<file path="config.mk">
export PLATFORM = sky130hd
export DESIGN_NAME = remote_key_decoder_digit_entry
export DESIGN_NICKNAME = d
export VERILOG_FILES = /design/src/sv/rkd_pkg.sv /design/src/sv/rkd_front.sv /design/src/sv/rkd_queue.sv /design/src/sv/rkd_back.sv /design/src/sv/remote_key_decoder_digit_entry.sv
export SDC_FILE = /design/constraint.sdc
export NUM_CORES = 1
export LEC_CHECK = 0
export BUFFER_PORTS_ARGS = -buffer_cell sky130_fd_sc_hd__buf_2
export CAP_MARGIN = 0
export CELL_PAD_IN_SITES_DETAIL_PLACEMENT = 0
export CELL_PAD_IN_SITES_GLOBAL_PLACEMENT = 1
export CORE_AREA = 3 3 204 206
export DETAILED_ROUTE_END_ITERATION = 8
export DIE_AREA = 0 0 207 209
export MAX_ROUTING_LAYER = met4
export PLACE_DENSITY_LB_ADDON = 0.1
export SKIP_CTS_REPAIR_TIMING = 1
export SYNTH_ARGS = -nofsm -noshare
export SYNTH_HDL_FRONTEND = slang
export SYNTH_SLANG_ARGS = --single-unit
</file>
<file path="constraint.sdc">
create_clock -name clock -period 6.1 [get_ports clock]
set_input_delay 0.305 -clock clock [delete_from_list [all_inputs] [get_ports clock]]
set_output_delay 0.305 -clock clock [all_outputs]
set_load 0.01 [all_outputs]
</file>
<file path="src/sv/rkd_pkg.sv">
// Shared types, constants and lookup functions for the remote key decoder.
// Depends on nothing; every other file of the block imports it.
package rkd_pkg;

   localparam int KEY_COUNT     = 21;
   localparam int COLUMN_COUNT  = 8;
   localparam int DIGIT_COUNT   = 10;
   localparam int VALUE_WIDTH   = 27;
   localparam int KEY_WIDTH     = 5;
   localparam int COLUMN_WIDTH  = 3;
   localparam int TIMEOUT_WIDTH = 16;
   localparam int WORD_WIDTH    = 32;

   localparam logic [KEY_WIDTH-1:0]     KEY_LAST_DIGIT = 5'd9;
   localparam logic [KEY_WIDTH-1:0]     KEY_EXIT       = 5'd10;
   localparam logic [COLUMN_WIDTH-1:0]  COLUMN_LAST    = 3'd7;
   localparam logic [TIMEOUT_WIDTH-1:0] TIMEOUT_RESET  = 16'd1500;
   localparam logic [TIMEOUT_WIDTH-1:0] IDLE_MAX       = 16'hFFFF;

   typedef enum logic [1:0] {
      EVT_KEY     = 2'd0,
      EVT_COLUMN  = 2'd1,
      EVT_FINISH  = 2'd2,
      EVT_UNKNOWN = 2'd3
   } event_kind_type;

   typedef struct packed {
      event_kind_type         kind;
      logic [KEY_WIDTH-1:0]   key;
      logic [VALUE_WIDTH-1:0] number;
      logic                   multi;
   } job_type;

   typedef struct packed {
      logic                 found;
      logic [KEY_WIDTH-1:0] key;
   } key_match_type;

   localparam logic [WORD_WIDTH-1:0] KEY_CODES [KEY_COUNT][2] = '{
      '{32'd11184811, 32'd19573419}, '{32'd11184813, 32'd19573421},
      '{32'd11184819, 32'd19573427}, '{32'd11184821, 32'd19573429},
      '{32'd11184843, 32'd19573451}, '{32'd11184845, 32'd19573453},
      '{32'd11184851, 32'd19573459}, '{32'd11184853, 32'd19573461},
      '{32'd11184939, 32'd19573547}, '{32'd11184941, 32'd19573549},
      '{32'd11184981, 32'd19573589}, '{32'd11186859, 32'd19575467},
      '{32'd11184971, 32'd19573579}, '{32'd11185325, 32'd19573933},
      '{32'd11187027, 32'd19575635}, '{32'd11185323, 32'd19573931},
      '{32'd11184973, 32'd19573581}, '{32'd11186861, 32'd19575469},
      '{32'd11186867, 32'd19575475}, '{32'd11185491, 32'd19574099},
      '{32'd11186899, 32'd19575507}
   };

   localparam logic [7:0] GLYPHS [DIGIT_COUNT][COLUMN_COUNT] = '{
      '{8'h00, 8'h00, 8'h7F, 8'h41, 8'h41, 8'h41, 8'h7F, 8'h00},
      '{8'h00, 8'h00, 8'h00, 8'h00, 8'h7F, 8'h02, 8'h00, 8'h00},
      '{8'h00, 8'h00, 8'h4F, 8'h49, 8'h49, 8'h49, 8'h79, 8'h00},
      '{8'h00, 8'h00, 8'h7F, 8'h49, 8'h49, 8'h49, 8'h41, 8'h00},
      '{8'h00, 8'h00, 8'h7F, 8'h08, 8'h08, 8'h08, 8'h0F, 8'h00},
      '{8'h00, 8'h00, 8'h79, 8'h49, 8'h49, 8'h49, 8'h4F, 8'h00},
      '{8'h00, 8'h00, 8'h79, 8'h49, 8'h49, 8'h49, 8'h7F, 8'h00},
      '{8'h00, 8'h00, 8'h07, 8'h09, 8'h71, 8'h01, 8'h01, 8'h00},
      '{8'h00, 8'h00, 8'h7F, 8'h49, 8'h49, 8'h49, 8'h7F, 8'h00},
      '{8'h00, 8'h00, 8'h7F, 8'h49, 8'h49, 8'h49, 8'h4F, 8'h00}
   };

   // largest entry: 10^digits - 1, clamped to the value width
   function automatic logic [VALUE_WIDTH-1:0] entry_limit(input int digits);
      logic [63:0] p;
      p = 64'd1;
      for (int i = 0; i < digits; i++) begin
         p = p * 64'd10;
      end
      p = p - 64'd1;
      if (p > {{(64-VALUE_WIDTH){1'b0}}, {VALUE_WIDTH{1'b1}}}) begin
         p = {{(64-VALUE_WIDTH){1'b0}}, {VALUE_WIDTH{1'b1}}};
      end
      return p[VALUE_WIDTH-1:0];
   endfunction

   function automatic key_match_type match_key(input logic [WORD_WIDTH-1:0] word);
      key_match_type m;
      m = '0;
      for (int k = KEY_COUNT - 1; k >= 0; k--) begin
         if (KEY_CODES[k][0] == word || KEY_CODES[k][1] == word) begin
            m.found = 1'b1;
            m.key   = KEY_WIDTH'(k);
         end
      end
      return m;
   endfunction

   function automatic logic [7:0] glyph_column(input logic [3:0] digit,
                                               input logic [COLUMN_WIDTH-1:0] column);
      logic [7:0] bits;
      bits = 8'h00;
      if (digit <= 4'd9) begin
         bits = GLYPHS[digit][column];
      end
      return bits;
   endfunction

endpackage

</file>
<file path="src/sv/rkd_front.sv">
// Front end: accepts words and ticks, filters repeats, decodes keys and
// keeps the digit entry and idle count. Uses rkd_pkg.
module rkd_front #(
   parameter int ENTRY_DIGITS = 8
) (
   input  logic                                 clock,
   input  logic                                 reset,
   input  logic                                 accept,
   input  logic                                 opcode,
   input  logic [rkd_pkg::WORD_WIDTH-1:0]       command_word,
   input  logic                                 csr_write_enable,
   input  logic [rkd_pkg::TIMEOUT_WIDTH-1:0]    csr_write_data,
   output logic                                 job_push,
   output rkd_pkg::job_type                     job
);
   import rkd_pkg::*;

   localparam logic [VALUE_WIDTH-1:0] ENTRY_LIMIT = entry_limit(ENTRY_DIGITS);

   logic [TIMEOUT_WIDTH-1:0] timeout_ff, timeout_in;
   logic [WORD_WIDTH-1:0]    previous_ff, previous_in;
   logic [VALUE_WIDTH-1:0]   entry_ff, entry_in;
   logic                     pending_ff, pending_in;
   logic [TIMEOUT_WIDTH-1:0] idle_ff, idle_in;

   logic [TIMEOUT_WIDTH:0]   elapsed;
   logic [VALUE_WIDTH+3:0]   appended;
   key_match_type            match;
   logic                     is_digit;

   always_comb begin
      elapsed  = {1'b0, idle_ff} + {{TIMEOUT_WIDTH{1'b0}}, 1'b1};
      match    = match_key(command_word);
      is_digit = match.key <= KEY_LAST_DIGIT;
      appended = {1'b0, entry_ff, 3'b000} + {3'b000, entry_ff, 1'b0}
               + {{(VALUE_WIDTH-1){1'b0}}, match.key};
   end

   always_comb begin
      timeout_in  = csr_write_enable ? csr_write_data : timeout_ff;
      previous_in = previous_ff;
      entry_in    = entry_ff;
      pending_in  = pending_ff;
      idle_in     = idle_ff;
      job_push    = 1'b0;
      job         = '0;
      if (accept) begin
         if (opcode) begin
            idle_in = elapsed[TIMEOUT_WIDTH] ? IDLE_MAX : elapsed[TIMEOUT_WIDTH-1:0];
            if (pending_ff && elapsed > {1'b0, timeout_ff}) begin
               job_push   = 1'b1;
               job.kind   = EVT_FINISH;
               job.number = entry_ff;
               entry_in   = '0;
               pending_in = 1'b0;
            end
         end else if (command_word != previous_ff) begin
            previous_in = command_word;
            job_push    = 1'b1;
            if (!match.found) begin
               job.kind = EVT_UNKNOWN;
            end else if (is_digit) begin
               job.kind   = EVT_COLUMN;
               job.key    = match.key;
               job.multi  = 1'b1;
               entry_in   = (appended > {4'b0000, ENTRY_LIMIT}) ? ENTRY_LIMIT
                                                              : appended[VALUE_WIDTH-1:0];
               pending_in = 1'b1;
               idle_in    = '0;
            end else if (match.key == KEY_EXIT) begin
               job.kind  = EVT_COLUMN;
               job.key   = KEY_EXIT;
               job.multi = 1'b1;
            end else begin
               job.kind = EVT_KEY;
               job.key  = match.key;
            end
         end
      end
   end

   always_ff @(posedge clock) begin
      if (reset) begin
         timeout_ff  <= TIMEOUT_RESET;
         previous_ff <= '0;
         entry_ff    <= '0;
         pending_ff  <= 1'b0;
         idle_ff     <= '0;
      end else begin
         timeout_ff  <= timeout_in;
         previous_ff <= previous_in;
         entry_ff    <= entry_in;
         pending_ff  <= pending_in;
         idle_ff     <= idle_in;
      end
   end

endmodule

</file>
<file path="src/sv/rkd_queue.sv">
// Short job queue between the front end and the result sequencer.
// Uses rkd_pkg for the job word.
module rkd_queue #(
   parameter int DEPTH = 2
) (
   input  logic             clock,
   input  logic             reset,
   input  logic             push,
   input  rkd_pkg::job_type push_job,
   input  logic             pop,
   output rkd_pkg::job_type head_job,
   output logic             full,
   output logic             empty
);
   import rkd_pkg::*;

   localparam int PTR_WIDTH   = (DEPTH > 1) ? $clog2(DEPTH) : 1;
   localparam int COUNT_WIDTH = $clog2(DEPTH + 1);
   localparam logic [PTR_WIDTH-1:0]   PTR_LAST   = PTR_WIDTH'(DEPTH - 1);
   localparam logic [COUNT_WIDTH-1:0] COUNT_FULL = COUNT_WIDTH'(DEPTH);

   job_type                slots_ff [DEPTH];
   logic [PTR_WIDTH-1:0]   wr_ptr_ff, wr_ptr_in;
   logic [PTR_WIDTH-1:0]   rd_ptr_ff, rd_ptr_in;
   logic [COUNT_WIDTH-1:0] count_ff, count_in;
   logic                   do_push, do_pop;

   always_comb begin
      full     = count_ff == COUNT_FULL;
      empty    = count_ff == '0;
      do_push  = push && !full;
      do_pop   = pop && !empty;
      head_job = slots_ff[rd_ptr_ff];
      wr_ptr_in = wr_ptr_ff;
      rd_ptr_in = rd_ptr_ff;
      count_in  = count_ff;
      if (do_push) begin
         wr_ptr_in = (wr_ptr_ff == PTR_LAST) ? '0 : wr_ptr_ff + 1'b1;
      end
      if (do_pop) begin
         rd_ptr_in = (rd_ptr_ff == PTR_LAST) ? '0 : rd_ptr_ff + 1'b1;
      end
      if (do_push && !do_pop) begin
         count_in = count_ff + 1'b1;
      end else if (do_pop && !do_push) begin
         count_in = count_ff - 1'b1;
      end
   end

   always_ff @(posedge clock) begin
      if (reset) begin
         wr_ptr_ff <= '0;
         rd_ptr_ff <= '0;
         count_ff  <= '0;
      end else begin
         wr_ptr_ff <= wr_ptr_in;
         rd_ptr_ff <= rd_ptr_in;
         count_ff  <= count_in;
      end
   end

   always_ff @(posedge clock) begin
      if (do_push) begin
         slots_ff[wr_ptr_ff] <= push_job;
      end
   end

endmodule

</file>
<file path="src/sv/rkd_back.sv">
// Result sequencer: expands each job into result words, one column per
// cycle for display jobs while the output is not stalled, into an output register. Uses rkd_pkg.
module rkd_back (
   input  logic                                 clock,
   input  logic                                 reset,
   input  logic                                 job_ready,
   input  rkd_pkg::job_type                     job,
   output logic                                 job_pop,
   input  logic                                 pop,
   output logic                                 empty,
   output logic [1:0]                           event_kind,
   output logic [rkd_pkg::KEY_WIDTH-1:0]        key_number,
   output logic [rkd_pkg::COLUMN_WIDTH-1:0]     column_index,
   output logic [7:0]                           column_bits,
   output logic                                 relays_off,
   output logic [rkd_pkg::VALUE_WIDTH-1:0]      finished_number,
   output logic                                 last_of_run
);
   import rkd_pkg::*;

   logic                     valid_ff, valid_in;
   logic [COLUMN_WIDTH-1:0]  col_ff, col_in;
   logic                     load;
   logic                     is_exit;
   logic                     job_done;

   logic [1:0]               kind_ff, kind_in;
   logic [KEY_WIDTH-1:0]     key_ff, key_in;
   logic [COLUMN_WIDTH-1:0]  index_ff, index_in;
   logic [7:0]               bits_ff, bits_in;
   logic                     relays_ff, relays_in;
   logic [VALUE_WIDTH-1:0]   number_ff, number_in;
   logic                     last_ff, last_in;

   always_comb begin
      load     = job_ready && (!valid_ff || pop);
      is_exit  = job.key == KEY_EXIT;
      job_done = !job.multi || col_ff == COLUMN_LAST;
      job_pop  = load && job_done;
      valid_in = load || (valid_ff && !pop);
      col_in   = col_ff;
      if (load) begin
         col_in = job_done ? '0 : col_ff + 1'b1;
      end
      kind_in   = job.kind;
      key_in    = job.key;
      number_in = job.number;
      index_in  = job.multi ? col_ff : '0;
      bits_in   = (job.multi && !is_exit) ? glyph_column(job.key[3:0], col_ff) : 8'h00;
      relays_in = job.multi && is_exit;
      last_in   = job_done;
   end

   always_ff @(posedge clock) begin
      if (reset) begin
         valid_ff <= 1'b0;
         col_ff   <= '0;
      end else begin
         valid_ff <= valid_in;
         col_ff   <= col_in;
      end
   end

   // hold the payload until the next load
   always_ff @(posedge clock) begin
      if (load) begin
         kind_ff   <= kind_in;
         key_ff    <= key_in;
         index_ff  <= index_in;
         bits_ff   <= bits_in;
         relays_ff <= relays_in;
         number_ff <= number_in;
         last_ff   <= last_in;
      end
   end

   assign empty           = !valid_ff;
   assign event_kind      = kind_ff;
   assign key_number      = key_ff;
   assign column_index    = index_ff;
   assign column_bits     = bits_ff;
   assign relays_off      = relays_ff;
   assign finished_number = number_ff;
   assign last_of_run     = last_ff;

endmodule

</file>
<file path="src/sv/remote_key_decoder_digit_entry.sv">
// Top level of the remote key decoder with decimal digit entry.
// Instantiates rkd_front, rkd_queue and rkd_back; uses rkd_pkg.
//
//   channel  | ports                              | transfer
//   ---------+------------------------------------+---------------------
//   request  | push, full, req_opcode, req_...    | push && !full
//   response | empty, pop, rsp_...                | pop && !empty
//   csr      | csr_write_enable, csr_write_data   | csr_write_enable
//
// A request word is taken in any cycle the job queue (QUEUE_DEPTH deep) has room.
// Digit and exit keys give 8 result words; every other result is
// one word, set by the column sequencer in rkd_back.
// A request's first result passes the job queue, then the rkd_back output register.
// Reset clears the entry state and loads the timeout with 1500 ticks.
// A stalled response stops the sequencer; the queue then fills and raises full.
module remote_key_decoder_digit_entry #(
   parameter int ENTRY_DIGITS = 8,
   parameter int QUEUE_DEPTH  = 2
) (
   input  logic                                 clock,
   input  logic                                 reset,
   input  logic                                 push,
   output logic                                 full,
   input  logic                                 req_opcode,
   input  logic [rkd_pkg::WORD_WIDTH-1:0]       req_command_word,
   output logic                                 empty,
   input  logic                                 pop,
   output logic [1:0]                           rsp_event_kind,
   output logic [rkd_pkg::KEY_WIDTH-1:0]        rsp_key_number,
   output logic [rkd_pkg::COLUMN_WIDTH-1:0]     rsp_column_index,
   output logic [7:0]                           rsp_column_bits,
   output logic                                 rsp_relays_off,
   output logic [rkd_pkg::VALUE_WIDTH-1:0]      rsp_finished_number,
   output logic                                 rsp_last_of_run,
   input  logic                                 csr_write_enable,
   input  logic [rkd_pkg::TIMEOUT_WIDTH-1:0]    csr_write_data
);
   import rkd_pkg::*;

   logic    accept;
   logic    job_push;
   job_type push_job;
   job_type head_job;
   logic    job_pop;
   logic    queue_empty;

   assign accept = push && !full;

   rkd_front #(
      .ENTRY_DIGITS(ENTRY_DIGITS)
   ) u_front (
      .clock            (clock),
      .reset            (reset),
      .accept           (accept),
      .opcode           (req_opcode),
      .command_word     (req_command_word),
      .csr_write_enable (csr_write_enable),
      .csr_write_data   (csr_write_data),
      .job_push         (job_push),
      .job              (push_job)
   );

   rkd_queue #(
      .DEPTH(QUEUE_DEPTH)
   ) u_queue (
      .clock    (clock),
      .reset    (reset),
      .push     (job_push),
      .push_job (push_job),
      .pop      (job_pop),
      .head_job (head_job),
      .full     (full),
      .empty    (queue_empty)
   );

   rkd_back u_back (
      .clock           (clock),
      .reset           (reset),
      .job_ready       (!queue_empty),
      .job             (head_job),
      .job_pop         (job_pop),
      .pop             (pop),
      .empty           (empty),
      .event_kind      (rsp_event_kind),
      .key_number      (rsp_key_number),
      .column_index    (rsp_column_index),
      .column_bits     (rsp_column_bits),
      .relays_off      (rsp_relays_off),
      .finished_number (rsp_finished_number),
      .last_of_run     (rsp_last_of_run)
   );

endmodule

</file>
==> metrics.txt, run 1 <==
status finished clean; Top Metal Used met4; final hold slack roughly 0.011 ns; syn avg cell area 10.07 µm²; H-tree depth 1; r2r setup slk approximately 1.4 ns; Synth top area share around 29%; # DRC 0; Psw ~1200 µW; Starting DRT DRC Count 568; final net count 1,412; ys flop type edfxtp_1; fillers between 4,000 and 5,000; routed wire length per instance roughly 17 µm; Reg2Reg Depth 17; final setup TNS 0 ns; most frequent cell after synthesis edfxtp_1; static leakage 0.005755 µW; pin count of the biggest net entering global routing 71; RSZ-0062 raised after global routing no; Syn. warnings 0; Comb power frac about a fifth; number of global-route vias before repair a little under 9,000; number of synthesized register bits 216; GRT overflow 0; worst setup path start req_command_word[20]; switch share between 20% and 30%; share of layout cells above drive strength 1 approximately 16%; initial core utilization 30.04%; setup violators final 0; ANT cells 0; pins over their slew limit 0; Seq pwr share approximately 45%; drt pass-1 iters 5; final hold violations 0; Worst-path clk slew roughly 0.060 ns; placed instance count ~1,800; Commonest cells post-synth 115 x edfxtp_1, 113 x nor2_1, 101 x dfxtp_1; Yosys cell types a little under 80; Area after DPL around 0.013 mm²; CTS buffer count 26; die height roughly 210 µm; io pins about 100; Site Rows 73; Final Instance Area 0.01388 mm²; Startpoint Class input pin; Fmax between 150 and 200 MHz; peak supply drop 0.0001927 V; Max-Cap Viols 0; clock share of power around 35%; initial antenna violation count 0; critical path arrival 5.75 ns; CTS Sinks around 220; largest area contributor in the netlist edfxtp_1; Crit. End Element flop; Die Area around 0.043 mm²; Syn Inst Count between 1,000 and 1,500; die width 207 µm; wire length on met2 ~14,000 µm; worst r2r src u_front.idle_ff[2]$_SDFFE_PP0P_; Via density ~4.9; critical path class input pin to flop; time the worst path needs with I/O delays and setup 5.368 ns; Worst-Skew Late Latency roughly 0.53 ns; hold depth 3; Slew headroom 25.95%; Clock Tree Buf Depth 3; IO Port Bufs 101; Tightest Pin Transition roughly 1.1 ns; Routed WL 31,630 µm; met1 WL between 15,000 and 20,000 µm; hold wc startpoint csr_write_data[2]; Tcrit/Tclk final 88.00%; DP HPWL around 23,000 µm; vias 8,985; Layout Skew 0.01443 ns; TritonCTS clock tree done; Worst Path Required roughly 6.5 ns; PwrDens between 300 and 400 mW/mm²; WL met3 1141 µm; Mapped Area roughly 0.012 mm²; top post-synthesis cells by area edfxtp_1 29%, dfxtp_1 17%, ha_1 8.2%; Area Growth Syn to Fin 16.00%; Hold WC Path Type input pin to flop; number of synthesized flops with an enable pin 115; post-synthesis async set-or-reset flop share 0%; first-pass GRT wire length 50,420 µm; Syn Nets approximately 1,300; total track usage around 15%; clock root cell clkbuf_16; P_int a little over 3000 µW; non-filler cells, final around 1,800; register area share after synthesis 45.77%; CORE AREA about 0.04 mm²; CP max FO 12; DRT antenna net count 0; RD Place Congestion 0.8400
-- layout by cell type, fill, tap and decap left out, types with 15 or more instances in the layout --
cell type | netlist | final
a21oi_1 | 62 | 62
nor2b_1 | 15 | 15
mux2i_1 | 46 | 46
o21ai_0 | 62 | 62
nand4_1 | 15 | 15
xnor2_1 | 29 | 29
clkbuf_16 | 0 | 28
inv_1 | 44 | 43
and2_1 | 28 | 28
xor2_1 | 39 | 39
dfxtp_1 | 101 | 101
ha_1 | 78 | 78
nand2_1 | 92 | 92
nor2_1 | 113 | 112
mux2_2 | 30 | 30
edfxtp_1 | 115 | 115
nand3_1 | 31 | 31
nor3_1 | 22 | 20
buf_2 | 7 | 101
-- power by group through the flow --
stage               combinational, µW  sequential (µW)  clock [µW]
floorplan                         476             2010           0
global placement                  860             2000           0
detailed placement                854             2000           0
CTS                               859             1970        1590
global route                      928             1990        1650
finish                            840             1960        1530
-- routing by layer --
layer,track usage (%),up-vias
li1,-,4516
met1,21.02,4262
met2,22.39,172
met3,1.892,35
met4,3.160,0
met5,-,-
-- logic make-up (layout without fill, tap and decap cells) --
logic type | after synthesis | in the layout | share of synthesized area, %
buf+inv | 101 | 210 | 3.587
fa+ha+maj | 81 | 81 | 8.660
simple gates | 391 | 391 | 16.28
other cells | 1 | 1 | 0.03135
flops | 216 | 216 | 45.77
mux | 76 | 76 | 6.673
compound gates | 254 | 254 | 14.02
xor+xnor | 68 | 68 | 4.979
-- final timing paths --
kind | end
worst min register to register | u_front.idle_ff[1]$_SDFFE_PP0P_
worst max-delay path | u_front.entry_ff[18]$_SDFFE_PP0P_
worst min-delay path | u_front.timeout_ff[2]$_SDFFE_PP1P_
worst max register to register | u_queue.slots_ff[1][22]$_DFFE_PP_
-- per-stage QoR --
step,power [µW],setup WS [ns],util (%)
2_1_floorplan,2490,0.2119,-
3_3_place_gp,2858,0.3243,32.61
3_5_place_dp,2851,0.2786,32.61
4_1_cts,4422,0.8138,34.80
5_1_grt,4567,0.3423,34.85
6_report,4333,0.7321,34.85
-- flip-flops by register name, indices dropped and copies added, names as in the netlist, 2 cells and up, named ones only --
| register | cells |
|---|---|
| u_back.key_number | 5 |
| u_queue.slots_ff | 70 |
| u_back.column_bits | 6 |
| u_back.col_ff | 3 |
| u_back.event_kind | 2 |
| u_back.column_index | 3 |
| u_queue.count_ff | 2 |
| u_front.idle_ff | 16 |
| u_back.finished_number | 27 |
| u_front.timeout_ff | 16 |
| u_front.previous_ff | 32 |
| u_front.entry_ff | 27 |
-- cell type report --
cell class | count | area (µm²) | area share [%]
clock buffers | 43 | 817.0 | 5.888
clock inverters | 5 | 52.55 | 0.3787
inverters | 45 | 168.9 | 1.217
multi-input cells | 871 | 6076 | 43.78
flip-flops and latches | 216 | 5475 | 39.46
well taps | 525 | 656.9 | 4.734
repair buffers | 117 | 630.6 | 4.544
-- critical path: stages --
cell and delay, ns:
buf_2 0.12, nor4bb_1 0.33, nand3b_1 0.26, nor4_2 0.53, a32oi_1 0.28, and3_4 0.25, fa_1 0.48, inv_1 0.07
ha_1 0.31, a211oi_1 0.25, o21bai_1 0.20, o21ai_0 0.32, o21ai_0 0.29, a2111o_1 0.46, and3_1 0.18, and4_1 0.21
a31oi_4 0.29, nand2b_1 0.46, o211ai_1 0.15
No activity file was read; power rests on OpenSTA's default activity.
==> run 2, diff against run 1 <==
PLACE_DENSITY = 0.57   (was not set)
PLACE_DENSITY_LB_ADDON = not set   (was 0.1)
==> run 2 against run 1 <==
Net effect: design area increased by 0.22%; first-iteration DRC count is 3.3% lower; worst setup slack gained 0.069 ns; clock power up 4%; total power rose by 1.2%; final cell count about the same; non-clock buffer count fell by 1; wire length shrank 4.2%; critical path depth did not move; flip-flop and latch count is the same; via count grew 0.36%; clock-buffer cell count is 6 lower; largest power group unchanged; highest routed layer unchanged.
==> metrics.txt, run 2 (synthesis gave the netlist of run 1 again) <==
PwrDens 315.2 mW/mm² (+0.97%); H-tree depth 1 (unchanged); Crit. End Element flop; Reg2Reg Depth 17 (unchanged); fillers 4,120 (+0.17%); commonest non-fill, non-tap cells in the layout 115 x edfxtp_1, 111 x nor2_1, 101 x buf_2, 100 x dfxtp_1, 92 x nand2_1; Routed WL 30,290 µm (-4.2%); Site Rows 73 (unchanged); DRT antenna net count 0 (unchanged); r2r setup slk 1.19 ns (-0.18 ns); number of global-route vias before repair 8,734 (-1.5%); Clock Tree Buf Depth 3 (unchanged); pins over their slew limit 0 (unchanged); Fmax 188.7 MHz (+1.3%); CTS buffer count 26 (unchanged); top flop regs u_queue.slots_ff: 70 flops, u_front.previous_ff: 32 flops; IO Port Bufs 101 (unchanged); Worst Path Required 6.48 ns (about the same); clock root cell clkbuf_16; die width 207 µm (unchanged); Hold WC Path Type input pin to flop; first-pass GRT wire length 48,820 µm (-3.2%); Startpoint Class input pin; Tightest Pin Transition 1.126 ns (+0.01905 ns); CP max FO 12 (unchanged); total track usage 14.00% (-0.71 points); Layout Skew 0.01465 ns (+0.0002217 ns); pin count of the biggest net entering global routing 72 (+1.4%); hold endpoint u_front.timeout_ff[7]$_SDFFE_PP1P_; time the worst path needs with I/O delays and setup 5.299 ns (-0.06923 ns); hold wc startpoint csr_write_data[7]; r2r endpoint u_front.entry_ff[20]$_SDFFE_PP0P_; placed instance count 1,771 (-0.056%); drt pass-1 iters 5 (unchanged); Starting DRT DRC Count 549 (-3.3%); static leakage 0.005772 µW (+0.29%); CTS Sinks 216 (unchanged); hold depth 3 (unchanged); ANT cells 0 (unchanged); RSZ-0062 raised after global routing no; Tcrit/Tclk final 86.86% (-1.1 points); share of layout cells above drive strength 1 16.20% (+0.40 points); Worst-Skew Late Latency 0.53 ns (about the same); Via density 4.952 (+0.41%); setup violators final 0 (unchanged); leading cell type in the layout, fill and taps excluded edfxtp_1; Multi-input gate area 0.006078 mm² (about the same); Max-Cap Viols 0 (unchanged); final hold violations 0 (unchanged); io pins 103 (unchanged); # DRC 0 (unchanged); routed wire length per instance 16.64 µm (-4.2%); critical path arrival 5.68 ns (-0.07 ns); Largest register FFs 70 (unchanged); TritonCTS clock tree done; initial core utilization 30.04% (unchanged); status finished clean; GRT overflow 0 (unchanged); Die Area 0.04326 mm² (unchanged); final setup TNS 0 ns (unchanged); final hold slack 0.006511 ns (-0.004204 ns); die height 209 µm (unchanged); initial antenna violation count 0 (unchanged); worst r2r src u_front.idle_ff[0]$_SDFFE_PP0P_; CORE AREA 0.03982 mm² (unchanged); Area Growth Syn to Fin 16.25%; final net count 1,411 (-0.071%); Worst-path clk slew 0.06 ns (about the same); critical path class input pin to flop; non-filler cells, final 1,821 (-0.055%); DP HPWL 22,220 µm (-4.9%); Slew headroom 24.68% (-1.3 points); RD Place Congestion 0.8695 (+3.5%); Seq. cell area 0.005477 mm² (about the same); vias 9,017 (+0.36%); peak supply drop 0.0001714 V (-11%); largest reg by FF count u_queue.slots_ff
run 2: area by class of cell:
cell class              instances  share of cell area [%]
inverters                      45                   1.215
multi-input cells             871                   43.71
clock inverters                11                  0.7917
repair buffers                116                   4.480
flip-flops and latches        216                   39.38
clock buffers                  37                   5.704
well taps                     525                   4.723
run 2: how the worst max path moves through the flow:
stage                                               start                           endpoint  slack [ns]  cells past startpoint
final                                req_command_word[20]  u_front.entry_ff[18]$_SDFFE_PP0P_        0.80                     19
after global routing                 req_command_word[20]  u_front.entry_ff[18]$_SDFFE_PP0P_        0.34                     19
after CTS                            req_command_word[20]  u_front.entry_ff[18]$_SDFFE_PP0P_        0.83                     19
after detailed placement             req_command_word[20]  u_front.entry_ff[18]$_SDFFE_PP0P_        0.29                     19
after global placement               req_command_word[20]  u_front.entry_ff[18]$_SDFFE_PP0P_        0.39                     19
after floorplan           u_front.idle_ff[0]$_SDFFE_PP0P_   u_queue.slots_ff[0][0]$_DFFE_PP_        0.21                     16
run 2: power breakdown:
group | switching (µW) | internal [µW] | total [µW]
logic | 480 | 336 | 816
registers | 151 | 1830 | 1980
clock network | 599 | 989 | 1590
run 2: through the flow:
stage          instance area (µm²)  worst slack [ns]  util [%]  power, µW
3_3_place_gp                 12980            0.3940     32.60       2850
3_5_place_dp                 12980            0.2919     32.60       2848
2_1_floorplan                11960            0.2119         -       2490
4_1_cts                      13890            0.8348     34.87       4459
5_1_grt                      13910            0.3377     34.92       4610
6_report                     13910            0.8014     34.92       4384
run 2: worst max-delay path, cell delays in order:
cell and delay (ns):
buf_2 0.12, nor4bb_1 0.29, nand3b_1 0.26, nor4_2 0.55
a32oi_1 0.29, and3_4 0.24, fa_1 0.48, inv_1 0.07
ha_1 0.32, a211oi_1 0.24, o21bai_1 0.19, o21ai_0 0.31
o21ai_0 0.31, a2111o_1 0.47, and3_1 0.18, and4_1 0.21
a31oi_4 0.28, nand2b_1 0.43, o211ai_1 0.15
run 2: metal layers:
layer	part of all wire, %	vias up	global-route usage, %
met1	50	4276	19.93
met2	45	187	21.33
li1	-	4520	-
met4	1.5	0	3.090
met3	4.1	34	1.847
met5	0	-	-
